`src/rtl/core/dp2w_pkg.sv`:
```
package dp2w_pkg;

	// depth pixel handling
	localparam logic [15:0] NAN_DEPTH = 16'd28672;   // 7 m in Q4.12
	localparam logic [15:0] MIN_DEPTH = 16'd205;     // first code at or above 0.05 m
	localparam logic [11:0] CX_TWICE  = 12'd641;
	localparam logic [11:0] CY_TWICE  = 12'd481;

	// back-projection: q = round(p * 80000 / 5542547), p = |2*col - 641| * depth
	localparam int unsigned PROD_W = 27;
	localparam int unsigned QUOT_W = 21;
	localparam int unsigned NUM_W  = 45;
	localparam logic [25:0] PROJ_RECIP = 26'((64'd80000 << 32) / 64'd5542547);
	localparam logic [17:0] PROJ_NUM2  = 18'd160000;
	localparam logic [23:0] PROJ_DEN   = 24'd5542547;
	localparam logic [25:0] PROJ_DEN2  = 26'd11085094;
	localparam logic [25:0] PROJ_DEN4  = 26'd22170188;
	localparam logic [25:0] PROJ_DEN6  = 26'd33255282;

	// camera y window, Q16.16
	localparam logic signed [21:0] Y_MAX = 22'sd6554;
	localparam logic signed [21:0] Y_MIN = -22'sd65536;

	typedef logic signed [21:0] cam_t;

	typedef struct packed {
		cam_t        x;
		cam_t        y;
		logic [19:0] z;
	} cam_pt_t;

	typedef struct packed {
		logic signed [17:0] wx_gain_x;
		logic signed [17:0] wx_gain_y;
		logic signed [17:0] wx_gain_z;
		logic signed [31:0] wx_offset;
		logic signed [17:0] wy_gain_x;
		logic signed [17:0] wy_gain_y;
		logic signed [17:0] wy_gain_z;
		logic signed [31:0] wy_offset;
	} pose_t;

	// register map, word index
	localparam logic [2:0] REG_WX_GAIN_X = 3'd0;
	localparam logic [2:0] REG_WX_GAIN_Y = 3'd1;
	localparam logic [2:0] REG_WX_GAIN_Z = 3'd2;
	localparam logic [2:0] REG_WX_OFFSET = 3'd3;
	localparam logic [2:0] REG_WY_GAIN_X = 3'd4;
	localparam logic [2:0] REG_WY_GAIN_Y = 3'd5;
	localparam logic [2:0] REG_WY_GAIN_Z = 3'd6;
	localparam logic [2:0] REG_WY_OFFSET = 3'd7;

	localparam logic signed [17:0] GAIN_ONE = 18'sd65536;

endpackage

```
`src/rtl/core/dp2w_cfg.sv`:
```
module dp2w_cfg (
	input  logic                 clk,
	input  logic                 arst_n,
	input  logic                 psel,
	input  logic                 penable,
	input  logic                 pwrite,
	input  logic [4:0]           paddr,
	input  logic [31:0]          pwdata,
	output logic [31:0]          prdata,
	output logic                 pready,
	output dp2w_pkg::pose_t      pose
);

	dp2w_pkg::pose_t pose_q;
	logic            wr_en;
	logic [2:0]      idx;

	assign pready = 1'b1;
	assign wr_en  = psel & penable & pwrite & pready;
	assign idx    = paddr[4:2];
	assign pose   = pose_q;

	always_ff @(posedge clk or negedge arst_n) begin
		if (!arst_n) begin
			pose_q.wx_gain_x <= dp2w_pkg::GAIN_ONE;
			pose_q.wx_gain_y <= '0;
			pose_q.wx_gain_z <= '0;
			pose_q.wx_offset <= '0;
			pose_q.wy_gain_x <= '0;
			pose_q.wy_gain_y <= dp2w_pkg::GAIN_ONE;
			pose_q.wy_gain_z <= '0;
			pose_q.wy_offset <= '0;
		end else if (wr_en) begin
			unique case (idx)
				dp2w_pkg::REG_WX_GAIN_X: pose_q.wx_gain_x <= pwdata[17:0];
				dp2w_pkg::REG_WX_GAIN_Y: pose_q.wx_gain_y <= pwdata[17:0];
				dp2w_pkg::REG_WX_GAIN_Z: pose_q.wx_gain_z <= pwdata[17:0];
				dp2w_pkg::REG_WX_OFFSET: pose_q.wx_offset <= pwdata;
				dp2w_pkg::REG_WY_GAIN_X: pose_q.wy_gain_x <= pwdata[17:0];
				dp2w_pkg::REG_WY_GAIN_Y: pose_q.wy_gain_y <= pwdata[17:0];
				dp2w_pkg::REG_WY_GAIN_Z: pose_q.wy_gain_z <= pwdata[17:0];
				dp2w_pkg::REG_WY_OFFSET: pose_q.wy_offset <= pwdata;
				default: ;
			endcase
		end
	end

	always_comb begin
		unique case (idx)
			dp2w_pkg::REG_WX_GAIN_X: prdata = 32'(pose_q.wx_gain_x);
			dp2w_pkg::REG_WX_GAIN_Y: prdata = 32'(pose_q.wx_gain_y);
			dp2w_pkg::REG_WX_GAIN_Z: prdata = 32'(pose_q.wx_gain_z);
			dp2w_pkg::REG_WX_OFFSET: prdata = pose_q.wx_offset;
			dp2w_pkg::REG_WY_GAIN_X: prdata = 32'(pose_q.wy_gain_x);
			dp2w_pkg::REG_WY_GAIN_Y: prdata = 32'(pose_q.wy_gain_y);
			dp2w_pkg::REG_WY_GAIN_Z: prdata = 32'(pose_q.wy_gain_z);
			dp2w_pkg::REG_WY_OFFSET: prdata = pose_q.wy_offset;
			default:                 prdata = '0;
		endcase
	end

endmodule

```
`config.mk`:
```
export PLATFORM = sky130hd
export DESIGN_NAME = dp2w_cfg
export DESIGN_NICKNAME = d
export VERILOG_FILES = /design/src/rtl/core/dp2w_pkg.sv /design/src/rtl/core/dp2w_cfg.sv
export SDC_FILE = /design/constraint.sdc
export NUM_CORES = 1
export LEC_CHECK = 0
export BUFFER_PORTS_ARGS = -buffer_cell sky130_fd_sc_hd__buf_2
export CORE_ASPECT_RATIO = 1.25
export CORE_MARGIN = 10
export CORE_UTILIZATION = 45
export DETAILED_ROUTE_END_ITERATION = 16
export PLACE_DENSITY = 0.69
export SYNTH_ARGS = -nofsm -noshare
export SYNTH_HDL_FRONTEND = slang
export SYNTH_SLANG_ARGS = --single-unit
```
`constraint.sdc`:
```
create_clock -name clk -period 2.7 [get_ports clk]
set_input_delay 0.675 -clock clk [delete_from_list [all_inputs] [get_ports clk]]
set_output_delay 0.675 -clock clk [all_outputs]
set_load 0.01 [all_outputs]
```
-- After elaboration in Yosys (flattened, before gate mapping)
Index checks and enable logic that the tools add are counted.
- register bits: 172
- input bits: 42
- output and inout bits: 205
- logic and storage cells: 27
- equality and inequality tests: 7
- mux-type cells: 1
- bitwise gates (word level): 2
- reductions and logical operators: 9
- operator list (cell ; number):
    32-bit case mux with 8 select lines ; 1
    2-bit AND reduction ; 8
    3-bit equality test, second input constant ; 4
    3-bit by 2-bit equality test with 1-bit output, second input constant ; 2
    3-bit by 1-bit equality test with 1-bit output, second input constant ; 1
    3-bit logical NOT ; 1
    1-bit bitwise AND ; 2

-- Logic depth before layout (Yosys ltp)
Gate-level depths: netlist (run 1).
- depth after elaboration: 3
- depth in mapped cells: 7
- gate-level depth less buffers: 4

-- Worst setup path after synthesis (run 1)
Ideal clock, no wire load.
- path kind: input to output
- start point: in paddr[2]
- end point: out prdata[0]
- data arrival time: 1.859 ns
- required time: 2.025 ns
- path slack: 0.166 ns
- stages on the path: 6
- path buffers: 4
- path through: buf_2 buf_4 or3_1 buf_2 buf_2 o22a_1
- word-level cells in the longest chain between the ends: 2
- elaborated cells on any way between the ends: 9
- those cells by class: eq/ne (7); mux (1); reduce/logical (1)
- ends and longest elaborated chain (what ; RTL line ; source):
    from (decl) ; dp2w_cfg.sv:7 ; input logic [4:0] paddr,
    3-bit equality test, or another cell as far along ; dp2w_cfg.sv:49 ; unique case (idx)
    32-bit case mux with 8 select lines * ; dp2w_cfg.sv:49 ;
    to (decl) ; dp2w_cfg.sv:9 ; output logic [31:0] prdata,
Every way passes the cells marked *; elsewhere a longest branch is shown, timed or not.

-- Final worst setup path (run 1)
- start point: in paddr[2]
- end point: out prdata[18]
The elaborated chain is that of the path after synthesis.

==> impl_metrics.yaml, run 1 <==
placed_design:
  gp_congestion: 0.861
  hpwlAfterDp_mm: 19.3
  dp.cells: 1059
  numPortBuffers: 243
clocking:
  cts_buffers: 17
  clockBufferDepth: 2
  clk-insertion-delay-late_ns: 0.42
  root_buffer: "clkbuf_16"
  cts.clk_slew.worst_paths_ns: 0.07
  cts_sinks: 172
  hold_buffers: 0
  htreeDepth: 4
  cts_tree: "yes"
status:
  status: "finished clean"
flow_run:
  drv_cap: 0
layout:
  final_common_cell: "buf_2"
  area_delta_synth_final_pct: 30.9
  ff_latch_area_sq_um: 4310
  mostFrequentLayoutCells: "buf_2 (239), dfrtp_1 (170), mux2_2 (167)"
  fillCellCount: 1413
  drive_gt1_share_pct: 60.1
  nets: 899
  multi_input_area_sq_um: 3500
  diodes: 0
  largest_reg_flops: 172
  final_cell_count_no_fill: 1094
synthesis:
  synthSimpleGateAreaFrac_pct: 4.44
  synth_compound_area_share_pct: 7.79
  syn-cell-area_sq_um: 8010
  ys_seq_area_share_pct: 53.8
  synth_top_family_by_area: "multiplexers"
  synthAdderAreaFrac_pct: 0
  ys.warnings.count: 0
  synth.distinct_cells: 42
  yosys.area_share.xor_xnor_pct: 0
  muxShareOfSynthArea_pct: 31.0
  syn_nets: 617
  synth.avg_cell_area_sq_um: 13.9
  netlist_instances: 575
  synth_seq_cells: 172
sta:
  timing.hold.ws_ns: 0.200
  fin_crit_ns: 2.65
  fin_tns_setup_ns: 0
  tightestPinTransition_ns: 0.558
  max_freq_ghz: 0.377
  setup_viol: 0
  period_share_pct: 98.3
  final_hold_viol_count: 0
  finClkSkew_ns: 0
  maxSlewHeadroom_pct: 62.8
  slew_violations: 0
routing:
  dr.pass1.iters: 4
  drc_errors: 0
  vias: 6070
  routed_wl_mm: 25.7
  via_per_inst: 5.55
  wl_per_cell_um: 23.4
  ant_nets: 0
  first_iter_violations: 299
setup_path:
  crit_family: "compound AO/OA/AOI/OAI gates"
  cp_data_arrival_time_ns: 1.98
  cpPeakStageDelay_ns: 0.38
  worstSetupEndpointType: "primary output"
  required_ns: 2.03
  crit_chain: "buf_6, nor2b_1, a22o_1, a221oi_4, clkbuf_16, o21ai_2, buf_2"
  start_kind: "input pin"
  path_max_fanout: 10
  critPathSlowestCell: "a221oi_4"
  crit_type: "input pin to primary output"
  critPathBufInv: 3
power:
  leakage_nw: 5.32
  power_density_nw_per_um2: 770
  ir_drop_mv: 0.409
global_routing:
  grt_pass1_vias: 6749
  grt_max_degree: 59
  grt.total_usage_pct: 21.3
  grt_pass1_wl_mm: 39.5
  grt_antenna_before_repair: 0
  gr-total-overflow: 0
floorplan:
  dieArea_sq_um: 23600
  ios: 247
  fp.dieH_um: 169
  coreArea_sq_um: 17500
  row_count: 54
  start_util_pct: 45.8
  dieWidth_um: 139
hold_path:
  hp-class: "input pin to asynchronous set/reset pin"
[what timing repair did]
action / CTS / global route
pin swaps: 0 / 2
gates resized for setup: 4 / 12
cloned: 0 / 2
endpoints found under the setup margin: 16 / 17
buffers inserted: 0 / 1
[metal layers]
metal | global-route usage (%) | share of wire, %
met1 | 23.6 | 38
met2 | 36.7 | 51
met3 | 7.25 | 8.2
met4 | 8.36 | 2.5
met5 | 0 | 0
[cells by family (layout without fill, tap and decap cells)]
| group | after synthesis | in the layout |
|---|---|---|
| flip-flops | 172 | 172 |
| other | 1 | 1 |
| multiplexers | 227 | 227 |
| buffers and inverters | 36 | 331 |
| AND/OR/NAND/NOR | 51 | 51 |
| AO/OA/AOI/OAI | 88 | 88 |
[layout make-up]
| type | count | area share (%) |
|---|---|---|
| sequential | 172 | 41.1 |
| clock inverter | 9 | 1.05 |
| inverter | 3 | 0.143 |
| timing repair buffer | 296 | 17.1 |
| clock buffer | 23 | 4.56 |
| tap | 224 | 2.67 |
| multi-input combinational | 367 | 33.4 |
[worst paths after layout]
check / start / end / slack, ns / cells after the start
min: arst_n / pose[13] / 0.20 / 1
min reg2reg: pose[9] / pose[9] / 0.53 / 1
max in group asynchronous: arst_n / pose[89] / 1.79 / 2
max reg2reg: pose[4] / pose[4] / 1.87 / 1
max: paddr[2] / prdata[18] / 0.05 / 7
min in group clk: pwdata[29] / pose[115] / 0.48 / 2
[Yosys cell counts, drive strengths merged]
library cell	number	share of area (%)
nor3	2	0.41
nand3	1	0.062
nor2b	6	0.47
dfrtp	170	53
or3	1	0.078
nand3b	1	0.094
a22oi	4	0.37
o21ai	28	2.3
a21oi	12	0.75
a211oi	7	0.66
nand2	6	0.37
nand2b	8	0.62
nor3b	3	0.28
clkbuf	2	0.094
buf	31	2.7
a31oi	3	0.23
o22a	13	1.4
nand4	1	0.16
nor2	19	1.4
o221ai	1	0.11
nand4b	1	0.30
mux2i	55	6.9
dfstp	2	0.66
mux2	172	24
o21bai	1	0.094
conb	1	0.047
or2b	1	0.14
inv	3	0.14
a221oi	2	0.44
or2	1	0.078
o22ai	13	1.0
a22o	4	0.44
[power breakdown]
group          total, mW  internal, mW  leakage, nW  switching, mW
logic               2.12          1.04         2.85           1.08
registers           3.52          3.09         2.19          0.429
clock network       2.44          1.44        0.280          0.999
total               8.07          5.56         5.32           2.51
[stage by stage]
step                      util [%]  total power [mW]  setup slack [ns]  cell area, sq um
after floorplan                  -              4.56             0.166              8010
after global placement        55.9              5.59            -0.115              9790
after detailed placement      55.9              5.67            -0.109              9790
after CTS                     59.4              8.12            0.0138             10400
after global routing          59.9              8.47         -0.000233             10500
final                         59.9              8.07            0.0451             10500
Power figures use the tool's default switching activity.
==> inputs of run 2 (changes only) <==
--- a/config.mk
+++ b/config.mk
@@ -5,12 +5,13 @@
 export SDC_FILE = /design/constraint.sdc
 export NUM_CORES = 1
 export LEC_CHECK = 0
+export ABC_AREA = 1
 export BUFFER_PORTS_ARGS = -buffer_cell sky130_fd_sc_hd__buf_2
 export CORE_ASPECT_RATIO = 1.25
 export CORE_MARGIN = 10
 export CORE_UTILIZATION = 45
 export DETAILED_ROUTE_END_ITERATION = 16
-export PLACE_DENSITY = 0.69
+export PLACE_DENSITY = 0.68
 export SYNTH_ARGS = -nofsm -noshare
 export SYNTH_HDL_FRONTEND = slang
 export SYNTH_SLANG_ARGS = --single-unit
==> impl_metrics.yaml, run 2 <==
status:
  status: "finished clean"
floorplan:
  dieWidth_um: 141
  dieArea_sq_um: 24000
  coreArea_sq_um: 18000
  ios: 247
  row_count: 55
  start_util_pct: 45.4
  fp.dieH_um: 171
sta:
  fin_tns_setup_ns: 0
  fin_crit_ns: 2.61
  setup_viol: 0
  final_hold_viol_count: 0
  maxSlewHeadroom_pct: 55.9
  timing.hold.ws_ns: 0.171
  period_share_pct: 96.6
  fin_ws_ns: 0.0921
  max_freq_ghz: 0.383
  slew_violations: 0
  finClkSkew_ns: 0
  tightestPinTransition_ns: 0.661
  rsz0062_at_grt: "false"
layout:
  drive_gt1_share_pct: 27.1
  fillCellCount: 1704
  nets: 1266
  mostFrequentLayoutCells: "nand2_1 (240), buf_2 (240), dfrtp_1 (170)"
  ff_latch_area_sq_um: 4310
  final_util_pct: 57.0
  postLayoutCellArea_sq_um: 10300
  multi_input_area_sq_um: 3230
  area_delta_synth_final_pct: 25.5
  diodes: 0
  largest_reg_flops: 172
placed_design:
  numPortBuffers: 243
  gp_congestion: 0.903
  place_area_sq_um: 9640
  dp_slack_ns: 0.0603
  hpwlAfterDp_mm: 20.4
global_routing:
  grt_antenna_before_repair: 1
  grt_pass1_vias: 7768
  grt_pass1_wl_mm: 44.1
  gr-total-overflow: 0
  grt.total_usage_pct: 22.9
  grt_max_degree: 65
routing:
  ant_nets: 0
  via_per_inst: 5.39
  first_iter_violations: 670
  drc_errors: 0
  wl_per_cell_um: 19.0
  vias: 7903
  dr.pass1.iters: 7
  routed_wl_mm: 27.9
synthesis:
  synth_seq_cells: 172
  ys_top_cells_by_count: "nand2_1 (241), dfrtp_1 (170), nand4_1 (103)"
  netlist_top_cells_area: "dfrtp_1 (52%), nand2_1 (11%), nand4_1 (7.9%)"
  async_flop_share_pct: 100
  synth_edf_count: 0
  synth_top_family_by_area: "simple AND/OR/NAND/NOR gates"
  synth_top_cell_by_area: "dfrtp_1"
  netlist_instances: 1000
  synthSimpleGateAreaFrac_pct: 28.7
  synth.distinct_cells: 28
  syn_nets: 1042
  ys_seq_area_share_pct: 52.6
  syn-cell-area_sq_um: 8190
  yosysMostFrequentCell: "nand2_1"
  synth-main-ff-cell: "dfrtp_1"
  yosys.area_share.xor_xnor_pct: 0
  synth_compound_area_share_pct: 10.5
  synth_top_area_share_pct: 52.0
  synthAdderAreaFrac_pct: 0
  synth.avg_cell_area_sq_um: 8.19
  muxShareOfSynthArea_pct: 0
  ys.warnings.count: 0
flow_run:
  drv_cap: 0
setup_path:
  crit_type: "input pin to primary output"
  cp_data_arrival_time_ns: 1.93
  worstSetupEndpointType: "primary output"
  path_max_fanout: 23
  start_kind: "input pin"
  required_ns: 2.03
clocking:
  clk-insertion-delay-late_ns: 0.43
  root_buffer: "clkbuf_16"
  clockBufferDepth: 2
  htreeDepth: 4
  hold_buffers: 0
  cts_sinks: 172
  cts_tree: "yes"
  cts.clk_slew.worst_paths_ns: 0.07
  cts_buffers: 17
power:
  power_density_nw_per_um2: 782
  leakage_nw: 5.56
  ir_drop_mv: 0.460
hold_path:
  hp-class: "input pin to asynchronous set/reset pin"
[run 2: path summary, 6_finish.rpt]
kind | from | endpoint | slack (ns) | cells past startpoint
max | paddr[3] | prdata[7] | 0.09 | 8
min | arst_n | pose[126] | 0.17 | 1
max reg2reg | pose[66] | pose[66] | 1.92 | 2
min reg2reg | pose[170] | pose[170] | 0.49 | 2
max in group asynchronous | arst_n | pose[170] | 1.83 | 2
min in group clk | pwdata[1] | pose[33] | 0.46 | 3
[run 2: power breakdown]
group	internal, mW	switching [mW]	total, mW
registers	3.09	0.415	3.50
clock network	1.41	1.08	2.48
logic	0.795	1.25	2.05
total	5.29	2.75	8.04
[run 2: critical path, cell delays in order]
cell     delay, ns
buf_2         0.26
inv_2         0.19
buf_12        0.20
nand4_1       0.07
nand2_1       0.06
nor2_1        0.17
nand3_1       0.13
buf_2         0.17
[run 2: repair_timing]
action,4_1_cts,5_1_grt
gates resized for setup,0,4
endpoints found under the setup margin,0,17
buffers inserted,0,1
[run 2: stage by stage]
step | cells | power (mW)
6_report | 1465 | 8.04
3_3_place_gp | 1432 | 5.55
5_1_grt | 1465 | 8.49
2_1_floorplan | 1000 | 4.49
3_5_place_dp | 1432 | 5.60
4_1_cts | 1464 | 8.09
[run 2: cell families after synthesis]
group / Yosys count
and+or+nand+nor: 511
AOI/OAI and AO/OA: 172
DFF: 172
buffers and inverters: 144
other: 1
[run 2: layout make-up]
| type | instances | area share [%] |
|---|---|---|
| well taps | 228 | 2.78 |
| repair buffers | 281 | 15.6 |
| flip-flops and latches | 172 | 41.9 |
| clock buffers | 18 | 4.27 |
| multi-input cells | 684 | 31.4 |
| inverters | 68 | 2.48 |
| clock inverters | 14 | 1.52 |
[run 2: per-layer routing]
layer | GRT usage [%] | wire length (um)
met1 | 28.2 | 11400
met2 | 36.2 | 13000
met3 | 8.01 | 2660
met4 | 8.41 | 817
met5 | 0 | 13
