`config.mk`:
```
export PLATFORM = sky130hd
export DESIGN_NAME = dp2w_proj
export DESIGN_NICKNAME = d
export VERILOG_FILES = /design/src/rtl/core/dp2w_pkg.sv /design/src/rtl/core/dp2w_proj.sv
export SDC_FILE = /design/constraint.sdc
export NUM_CORES = 2
export LEC_CHECK = 0
export BUFFER_PORTS_ARGS = -buffer_cell sky130_fd_sc_hd__buf_2
export CORE_UTILIZATION = 30
export DETAILED_ROUTE_END_ITERATION = 8
export PLACE_DENSITY = 0.44
export SYNTH_ARGS = -nofsm -noshare
export SYNTH_HDL_FRONTEND = slang
export SYNTH_SLANG_ARGS = --single-unit
export TNS_END_PERCENT = 5
```
`constraint.sdc`:
```
create_clock -name clk -period 10.4 [get_ports clk]
set_input_delay 0.52 -clock clk [delete_from_list [all_inputs] [get_ports clk]]
set_output_delay 0.52 -clock clk [all_outputs]
set_load 0.005 [all_outputs]
```
`src/rtl/core/dp2w_pkg.sv`:
```
package dp2w_pkg;

	// depth pixel handling
	localparam logic [15:0] NAN_DEPTH = 16'd28672;   // 7 m in Q4.12
	localparam logic [15:0] MIN_DEPTH = 16'd205;     // first code at or above 0.05 m
	localparam logic [11:0] CX_TWICE  = 12'd641;
	localparam logic [11:0] CY_TWICE  = 12'd481;

	// back-projection: q = round(p * 80000 / 5542547), p = |2*col - 641| * depth
	localparam int unsigned PROD_W = 27;
	localparam int unsigned QUOT_W = 21;
	localparam int unsigned NUM_W  = 45;
	localparam logic [25:0] PROJ_RECIP = 26'((64'd80000 << 32) / 64'd5542547);
	localparam logic [17:0] PROJ_NUM2  = 18'd160000;
	localparam logic [23:0] PROJ_DEN   = 24'd5542547;
	localparam logic [25:0] PROJ_DEN2  = 26'd11085094;
	localparam logic [25:0] PROJ_DEN4  = 26'd22170188;
	localparam logic [25:0] PROJ_DEN6  = 26'd33255282;

	// camera y window, Q16.16
	localparam logic signed [21:0] Y_MAX = 22'sd6554;
	localparam logic signed [21:0] Y_MIN = -22'sd65536;

	typedef logic signed [21:0] cam_t;

	typedef struct packed {
		cam_t        x;
		cam_t        y;
		logic [19:0] z;
	} cam_pt_t;

	typedef struct packed {
		logic signed [17:0] wx_gain_x;
		logic signed [17:0] wx_gain_y;
		logic signed [17:0] wx_gain_z;
		logic signed [31:0] wx_offset;
		logic signed [17:0] wy_gain_x;
		logic signed [17:0] wy_gain_y;
		logic signed [17:0] wy_gain_z;
		logic signed [31:0] wy_offset;
	} pose_t;

	// register map, word index
	localparam logic [2:0] REG_WX_GAIN_X = 3'd0;
	localparam logic [2:0] REG_WX_GAIN_Y = 3'd1;
	localparam logic [2:0] REG_WX_GAIN_Z = 3'd2;
	localparam logic [2:0] REG_WX_OFFSET = 3'd3;
	localparam logic [2:0] REG_WY_GAIN_X = 3'd4;
	localparam logic [2:0] REG_WY_GAIN_Y = 3'd5;
	localparam logic [2:0] REG_WY_GAIN_Z = 3'd6;
	localparam logic [2:0] REG_WY_OFFSET = 3'd7;

	localparam logic signed [17:0] GAIN_ONE = 18'sd65536;

endpackage

```
`src/rtl/core/dp2w_proj.sv`:
```
module dp2w_proj #(
	parameter int unsigned IMAGE_WIDTH  = 640,
	parameter int unsigned IMAGE_HEIGHT = 480
) (
	input  logic              clk,
	input  logic              arst_n,
	input  logic              in_valid,
	output logic              in_ready,
	input  logic [15:0]       depth_value,
	input  logic              depth_is_nan,
	input  logic [9:0]        column,
	input  logic [9:0]        row,
	output logic              out_valid,
	input  logic              out_ready,
	output dp2w_pkg::cam_pt_t out_pt
);

	localparam int unsigned PW = dp2w_pkg::PROD_W;
	localparam int unsigned QW = dp2w_pkg::QUOT_W;
	localparam int unsigned NW = dp2w_pkg::NUM_W;

	// stage 1: depth select, pixel window, offset magnitude times depth
	logic [15:0]        depth_sel;
	logic [11:0]        off_c, off_r;
	logic [10:0]        mag_c, mag_r;
	logic               keep;
	logic [PW-1:0]      px_c, py_c;

	logic               valid_s1, valid_s2, valid_s3, valid_s4;
	logic               rdy1, rdy2, rdy3, rdy4;

	logic [PW-1:0]      px_s1, py_s1;
	logic               negx_s1, negy_s1, negx_s2, negy_s2, negx_s3, negy_s3;
	logic [15:0]        depth_s1, depth_s2, depth_s3, depth_s4;

	logic [PW+25:0]     rx_c, ry_c;
	logic [QW-1:0]      qx0_s2, qy0_s2, qx0_s3, qy0_s3;
	logic [NW-1:0]      nx_s2, ny_s2, nx_s3, ny_s3, tx_s3, ty_s3;

	logic [NW-1:0]      rem_x, rem_y;
	logic [QW-1:0]      qx, qy;
	dp2w_pkg::cam_t     x_s4, y_s4;

	assign depth_sel = depth_is_nan ? dp2w_pkg::NAN_DEPTH : depth_value;
	assign off_c     = {1'b0, column, 1'b0} - dp2w_pkg::CX_TWICE;
	assign off_r     = {1'b0, row, 1'b0} - dp2w_pkg::CY_TWICE;
	assign mag_c     = off_c[11] ? 11'(-off_c) : off_c[10:0];
	assign mag_r     = off_r[11] ? 11'(-off_r) : off_r[10:0];
	assign keep      = ({1'b0, column} < 11'(IMAGE_WIDTH)) &&
	                   ({1'b0, row} < 11'(IMAGE_HEIGHT)) &&
	                   (depth_sel >= dp2w_pkg::MIN_DEPTH);
	assign px_c      = PW'(mag_c) * PW'(depth_sel);
	assign py_c      = PW'(mag_r) * PW'(depth_sel);

	// a stage takes a new item when empty or when its successor moves on
	assign rdy4     = !valid_s4 || out_ready;
	assign rdy3     = !valid_s3 || rdy4;
	assign rdy2     = !valid_s2 || rdy3;
	assign rdy1     = !valid_s1 || rdy2;
	assign in_ready = rdy1;

	always_ff @(posedge clk or negedge arst_n) begin
		if (!arst_n) begin
			valid_s1 <= 1'b0;
			valid_s2 <= 1'b0;
			valid_s3 <= 1'b0;
			valid_s4 <= 1'b0;
		end else begin
			if (rdy1) valid_s1 <= in_valid && keep;
			if (rdy2) valid_s2 <= valid_s1;
			if (rdy3) valid_s3 <= valid_s2;
			if (rdy4) valid_s4 <= valid_s3;
		end
	end

	// stage 2: quotient estimate by reciprocal, exact rounding numerator
	assign rx_c = (PW+26)'(px_s1) * (PW+26)'(dp2w_pkg::PROJ_RECIP);
	assign ry_c = (PW+26)'(py_s1) * (PW+26)'(dp2w_pkg::PROJ_RECIP);

	// stage 4: estimate is low by at most two; the remainder settles it
	assign rem_x = nx_s3 - tx_s3;
	assign rem_y = ny_s3 - ty_s3;
	assign qx    = qx0_s3 + QW'(rem_x >= NW'(dp2w_pkg::PROJ_DEN2))
	                      + QW'(rem_x >= NW'(dp2w_pkg::PROJ_DEN4));
	assign qy    = qy0_s3 + QW'(rem_y >= NW'(dp2w_pkg::PROJ_DEN2))
	                      + QW'(rem_y >= NW'(dp2w_pkg::PROJ_DEN4));

	always_ff @(posedge clk) begin
		if (rdy1) begin
			px_s1    <= px_c;
			py_s1    <= py_c;
			negx_s1  <= off_c[11];
			negy_s1  <= off_r[11];
			depth_s1 <= depth_sel;
		end
		if (rdy2) begin
			qx0_s2   <= rx_c[PW+25:32];
			qy0_s2   <= ry_c[PW+25:32];
			nx_s2    <= NW'(px_s1) * NW'(dp2w_pkg::PROJ_NUM2) + NW'(dp2w_pkg::PROJ_DEN);
			ny_s2    <= NW'(py_s1) * NW'(dp2w_pkg::PROJ_NUM2) + NW'(dp2w_pkg::PROJ_DEN);
			negx_s2  <= negx_s1;
			negy_s2  <= negy_s1;
			depth_s2 <= depth_s1;
		end
		if (rdy3) begin
			tx_s3    <= NW'(qx0_s2) * NW'(dp2w_pkg::PROJ_DEN2);
			ty_s3    <= NW'(qy0_s2) * NW'(dp2w_pkg::PROJ_DEN2);
			qx0_s3   <= qx0_s2;
			qy0_s3   <= qy0_s2;
			nx_s3    <= nx_s2;
			ny_s3    <= ny_s2;
			negx_s3  <= negx_s2;
			negy_s3  <= negy_s2;
			depth_s3 <= depth_s2;
		end
		if (rdy4) begin
			x_s4     <= negx_s3 ? -$signed({1'b0, qx}) : $signed({1'b0, qx});
			y_s4     <= negy_s3 ? -$signed({1'b0, qy}) : $signed({1'b0, qy});
			depth_s4 <= depth_s3;
		end
	end

	assign out_valid = valid_s4;
	assign out_pt.x  = x_s4;
	assign out_pt.y  = y_s4;
	assign out_pt.z  = {depth_s4, 4'b0000};

	// reciprocal error must leave the quotient within two of the truth
	a_rem_x_bound: assert property (@(posedge clk) disable iff (!arst_n)
		valid_s3 |-> (rem_x < NW'(dp2w_pkg::PROJ_DEN6)))
		else $error("x remainder out of correction range");

	a_rem_y_bound: assert property (@(posedge clk) disable iff (!arst_n)
		valid_s3 |-> (rem_y < NW'(dp2w_pkg::PROJ_DEN6)))
		else $error("y remainder out of correction range");

	a_near_dropped: assert property (@(posedge clk) disable iff (!arst_n)
		valid_s1 |-> (depth_s1 >= dp2w_pkg::MIN_DEPTH))
		else $error("too-near pixel entered the pipeline");

endmodule

```
# Yosys cells after proc, flatten, opt, wreduce, memory -nomap -nowiden
# Index checks and enable logic that the tools add are counted.
word_totals:
  register_bits: 524
  wordCells: 75
  input_bits: 41
classes:
  addsub: 14
  reduce_logical: 11
  n_mux: 5
  multipliers: 8
  magnitude_cmp: 7
op_table:
  columns: ["op", "n"]
  rows:
  - ["multiplier 27 x 26 -> 53 bit, second input constant", 2]
  - ["adder 45 x 23 -> 45 bit, second input constant", 2]
  - [">= comparator 45 x 24 -> 1 bit, second input constant", 2]
  - [">= comparator 45 x 25 -> 1 bit, second input constant", 2]
  - ["subtractor 45 bit", 2]
  - ["multiplier 21 x 23 -> 44 bit, second input constant", 2]
  - ["adder 21 x 1 -> 21 bit", 4]
  - ["multiplier 27 x 10 -> 37 bit, second input constant", 2]
  - ["multiplier 11 x 16 -> 27 bit", 2]
  - ["negation 21 -> 22 bit", 2]
  - ["2-to-1 mux 21 bit", 2]
  - ["2-to-1 mux 11 bit", 2]
  - ["negation 11 bit", 2]
  - [">= comparator 16 x 8 -> 1 bit, second input constant", 1]
  - ["2-to-1 mux 16 bit", 1]
  - ["subtractor 11 x 10 -> 12 bit, second input constant", 1]
  - ["subtractor 11 x 9 -> 12 bit, second input constant", 1]
  - ["< comparator 10 bit, second input constant", 1]
  - ["< comparator 10 x 9 -> 1 bit, second input constant", 1]
  - ["zero test 1 bit", 4]
  - ["logical OR 1 bit", 4]
  - ["logical AND 1 bit", 3]

# Logic depth before layout (Yosys ltp)
logic_depth:
  word_depth: 6
  mapped_depth: 31

# Least setup slack after synthesis
# OpenSTA, ideal clock, no wires.
synth_timing:
  path_kind: "input to register"
  start: "input column[0]"
  end: "register px_s1[25], data pin"
  cell_stages: 28
  setup_ns: 0.266
  n_path_buf: 2
  t_arrival_ns: 7.318
  slack_ns: 2.816
  cell_sequence: "inv_1 ha_1 nand2_1 o31a_1 o21ai_0 nor2b_1 buf_1 xnor2_1 clkbuf_1 nand2_1 fa_1 inv_1 fa_1 inv_1 fa_1 fa_1 inv_1 fa_1 ha_1 o41ai_1 o21ai_0 o211a_1 a31o_2 nor4_1 o31ai_1 o21ai_0 a21boi_0 xor2_1"
synth_via:
  word_cells_on_any_way: 4
  classes_between: "2 x add/sub; 1 x mul; 1 x mux"
synth_rtl:
  columns: ["item", "line_no", "source"]
  rows:
  - ["from (decl)", "dp2w_proj.sv:11", "input logic [9:0] column,"]
  - ["subtractor 11 x 10 -> 12 bit", "dp2w_proj.sv:45", "assign off_c = {1'b0, column, 1'b0} - dp2w_pkg::CX_TWICE;"]
  - ["net off_c[11]", "dp2w_proj.sv:24", "logic [11:0] off_c, off_r;"]
  - ["2-to-1 mux 11 bit", "dp2w_proj.sv:47", "assign mag_c = off_c[11] ? 11'(-off_c) : off_c[10:0];"]
  - ["multiplier 11 x 16 -> 27 bit", "dp2w_proj.sv:52", "assign px_c = PW'(mag_c) * PW'(depth_sel);"]
  - ["net px_c[25]", "dp2w_proj.sv:27", "logic [PW-1:0] px_c, py_c;"]
  - ["to (signal assigned)", "dp2w_proj.sv:90", "px_s1 <= px_c;"]
  - ["to (decl)", "dp2w_proj.sv:32", "logic [PW-1:0] px_s1, py_s1;"]
# The timed path passes the listed nets, and every way through them passes these cells.
# A chain may end at the register's enable or synchronous reset.

# Worst setup path after layout
layout_timing:
  start: "register py_s1[3]"
  end: "register qy0_s2[20], data pin"
layout_via:
  elab_chain_cells: 1
layout_rtl:
  columns: ["item", "line_no", "source"]
  rows:
  - ["from (decl)", "dp2w_proj.sv:32", null]
  - ["from (signal assigned)", "dp2w_proj.sv:91", "py_s1 <= py_c;"]
  - ["multiplier 27 x 26 -> 53 bit", "dp2w_proj.sv:78", "assign ry_c = (PW+26)'(py_s1) * (PW+26)'(dp2w_pkg::PROJ_RECIP);"]
  - ["net ry_c[52]", "dp2w_proj.sv:36", "logic [PW+25:0] rx_c, ry_c;"]
  - ["to (signal assigned)", "dp2w_proj.sv:98", "qy0_s2 <= ry_c[PW+25:32];"]
  - ["to (decl)", "dp2w_proj.sv:37", "logic [QW-1:0] qx0_s2, qy0_s2, qx0_s3, qy0_s3;"]
# The timed path passes the listed nets, and every way through them passes these cells.

==> impl_metrics.toml <==
[synth]
yosysWarnings = 0
synth_flop_cell = "edfxtp_1"
ys_seq_area_share_pct = 17.8
synth-seq-cells = 484
avgSynthCellArea_um2 = 10.1
synth_cells = 8021
syn_area_mm2 = 0.0814
async_reset_ff_share_pct = 0.826
synth_edf_count = 480
synth_cell_types = 100

[cells_and_area]
drive_gt1_share_pct = 4.18
stdcell_count = 11800
fin_nets = 10800
syn_to_final_growth_pct = 9.10

[floorplan]
placement_rows = 190
initial_utilization_pct = 30.3
die_h_um = 523
ios = 107
die_area_mm2 = 0.273
die_w_um = 523
coreArea_mm2 = 0.269

[flow_run]
cap_violations = 0

[placed_design]
port_buffers = 102
hpwlAfterDp_um = 186000
pre_cts_slack_ns = 1.74
gp_congestion = 0.909
dp_cells = 11600

[timing]
fmax_mhz = 117
setup-violations-final = 0
hold_violations = 0
fin_skew_ns = 0.0740
hold_ws_ns = 0.0898
slew_violations = 0
period_needed_ns = 8.52
slew_headroom_pct = 11.7
setup_ws_ns = 1.88
rsz0062_at_grt = "false"
fin_setup_tns_ns = 0
tightest_slew_ns = 1.32
period_share_pct = 81.9

[setup_path]
worstPathMaxFanout = 10
cp.required_ns = 10.84
crit_type = "reg2reg"
cp-end-kind = "register"
arrival_ns = 8.96
start_kind = "register"

[clock_tree]
cts_tree = "done"
cts_resized = 0
clock_sinks = 484
cts_setup_buffers = 0
worstSkewPairLatency_ns = 0.72
clk_path_buf_depth = 3
htree_levels = 3
hold_buffers = 1
cts-root-buf = "clkbuf_16"
path_clk_slew_ns = 0.06
numCtsBuffers = 69

[routing]
firstDrtPassIters = 7
routed_via_density = 4.56
drc_errors = 0
wl_per_cell_um = 18.5
drtIter0Drc = 3106
wl_um = 218000
ant_nets = 0
vias = 53500

[status]
run_status = "finished clean"

[grt]
grt_use_total_pct = 16.3
grt_pass1_vias = 57500
antenna_found_initial = 7
overflow = 0
grt_pass1_wl_um = 342000
grt_start_max_net_pins = 148

[worst_hold_path]
hp-class = "in2reg"
## per-layer routing
metal / GRT usage (%) / wire (µm) / part of all wire, % / vias up
met3: 1.67 / 7880 / 3.6 / 180
met5: 0 / 13 / 0.0060 / -
met4: 2.89 / 3340 / 1.5 / 2
met1: 24.3 / 111000 / 51 / 26500
li1: - / - / - / 26000
met2: 25.6 / 96200 / 44 / 859
## cells in the mapped netlist, types with 16 or more instances
| cell type | count | area (µm²) |
|---|---|---|
| inv_1 | 2090 | 7850 |
| ha_1 | 1328 | 16600 |
| fa_1 | 1258 | 25200 |
| edfxtp_1 | 480 | 14400 |
| nor2_1 | 380 | 1430 |
| nand2_1 | 366 | 1370 |
| xnor2_1 | 288 | 2520 |
| a21oi_1 | 265 | 1330 |
| o21ai_0 | 176 | 881 |
| a21o_1 | 162 | 1220 |
| xor2_1 | 151 | 1320 |
| nand3_1 | 107 | 536 |
| clkbuf_1 | 89 | 334 |
| nor3_1 | 77 | 385 |
| nand2b_1 | 75 | 469 |
| and3_1 | 52 | 325 |
| nand4_1 | 51 | 319 |
| o21a_1 | 48 | 360 |
| a31oi_1 | 43 | 269 |
| nor2b_1 | 43 | 269 |
| and2_1 | 36 | 225 |
| o21bai_1 | 36 | 270 |
| or3_1 | 29 | 181 |
| or2_2 | 27 | 169 |
| a211oi_1 | 26 | 195 |
| o31ai_1 | 23 | 173 |
| nor4_1 | 16 | 100 |
## cell type report
cell class              instances  area, µm²
well taps                    3552       4440
clock buffers                  74       1750
inverters                    2099       7880
multi-input cells            5342      58600
diodes                          1       2.50
fillers                     27600     180000
clock inverters                53        696
repair buffers                147        863
flip-flops and latches        484      14500
## cell families (layout without fill, tap and decap cells)
family	count (synthesis)	in the layout	share of synthesized area (%)
adder cells (fa/ha/maj)	2586	2586	51.4
buffers and inverters	2198	2373	10.2
AND/OR/NAND/NOR	1315	1315	7.72
AO/OA/AOI/OAI	979	979	7.93
flip-flops	484	484	17.8
XOR/XNOR	439	439	4.73
multiplexers	19	19	0.240
other	1	5	0.00461
## flip-flops by register name, indices dropped and copies added, names as in the netlist, 15 cells and up
signal,flops
nx_s3,36
nx_s2,36
y_s4,22
ty_s3,43
depth_s4,16
tx_s3,43
py_s1,26
ny_s3,36
qy0_s2,21
depth_s3,16
depth_s2,16
x_s4,22
qx0_s2,21
qx0_s3,21
ny_s2,36
px_s1,27
qy0_s3,21
depth_s1,15
## critical path, cell delays in order (launching register included)
cell	delay [ns]
edfxtp_1	0.83
inv_1	0.21
fa_1	0.54
inv_1	0.17
fa_1	0.67
inv_1	0.08
fa_1	0.61
fa_1	0.47
fa_1	0.47
fa_1	0.49
inv_1	0.05
fa_1	0.43
ha_1	0.33
a21o_1	0.17
a21o_1	0.18
a211oi_1	0.39
o211ai_1	0.14
a21oi_1	0.33
a21oi_1	0.17
o31ai_1	0.28
a21oi_1	0.21
a21o_1	0.24
and4_1	0.22
o41ai_1	0.37
xnor2_1	0.16
## per-stage QoR
stage          utilization, %  instance area, µm²
6_report                 33.0               88800
3_3_place_gp             32.1               86300
3_5_place_dp             32.1               86300
2_1_floorplan               -               81400
5_1_grt                  33.0               88800
4_1_cts                  33.0               88800
## worst paths after layout
path	startpoint	to	slack [ns]	cells after the start
hold / removal	in_valid	valid_s1	0.09	3
setup / recovery	py_s1[3]	qy0_s2[20]	1.88	24
min in group asynchronous	arst_n	valid_s2	0.14	2
hold reg to reg	nx_s2[23]	nx_s3[23]	0.35	0
setup reg to reg	py_s1[3]	qy0_s2[20]	1.88	24
max in group asynchronous	arst_n	valid_s3	10.14	2
## cell usage in the layout, fill, tap and decap left out, types with 48 or more instances in the layout
cell	instances
inv_1	2089
edfxtp_1	480
nand3_1	106
xnor2_1	288
nand2b_1	75
clkbuf_16	69
a21o_1	162
xor2_1	151
and3_1	52
buf_2	102
o21ai_0	176
ha_1	1328
a21oi_1	265
nor3_1	77
nand2_1	365
nand4_1	51
o21a_1	48
fa_1	1258
nor2_1	380
Power is not shown: default switching activity piles up to over one toggle a cycle in this logic, so the estimate is an artifact.
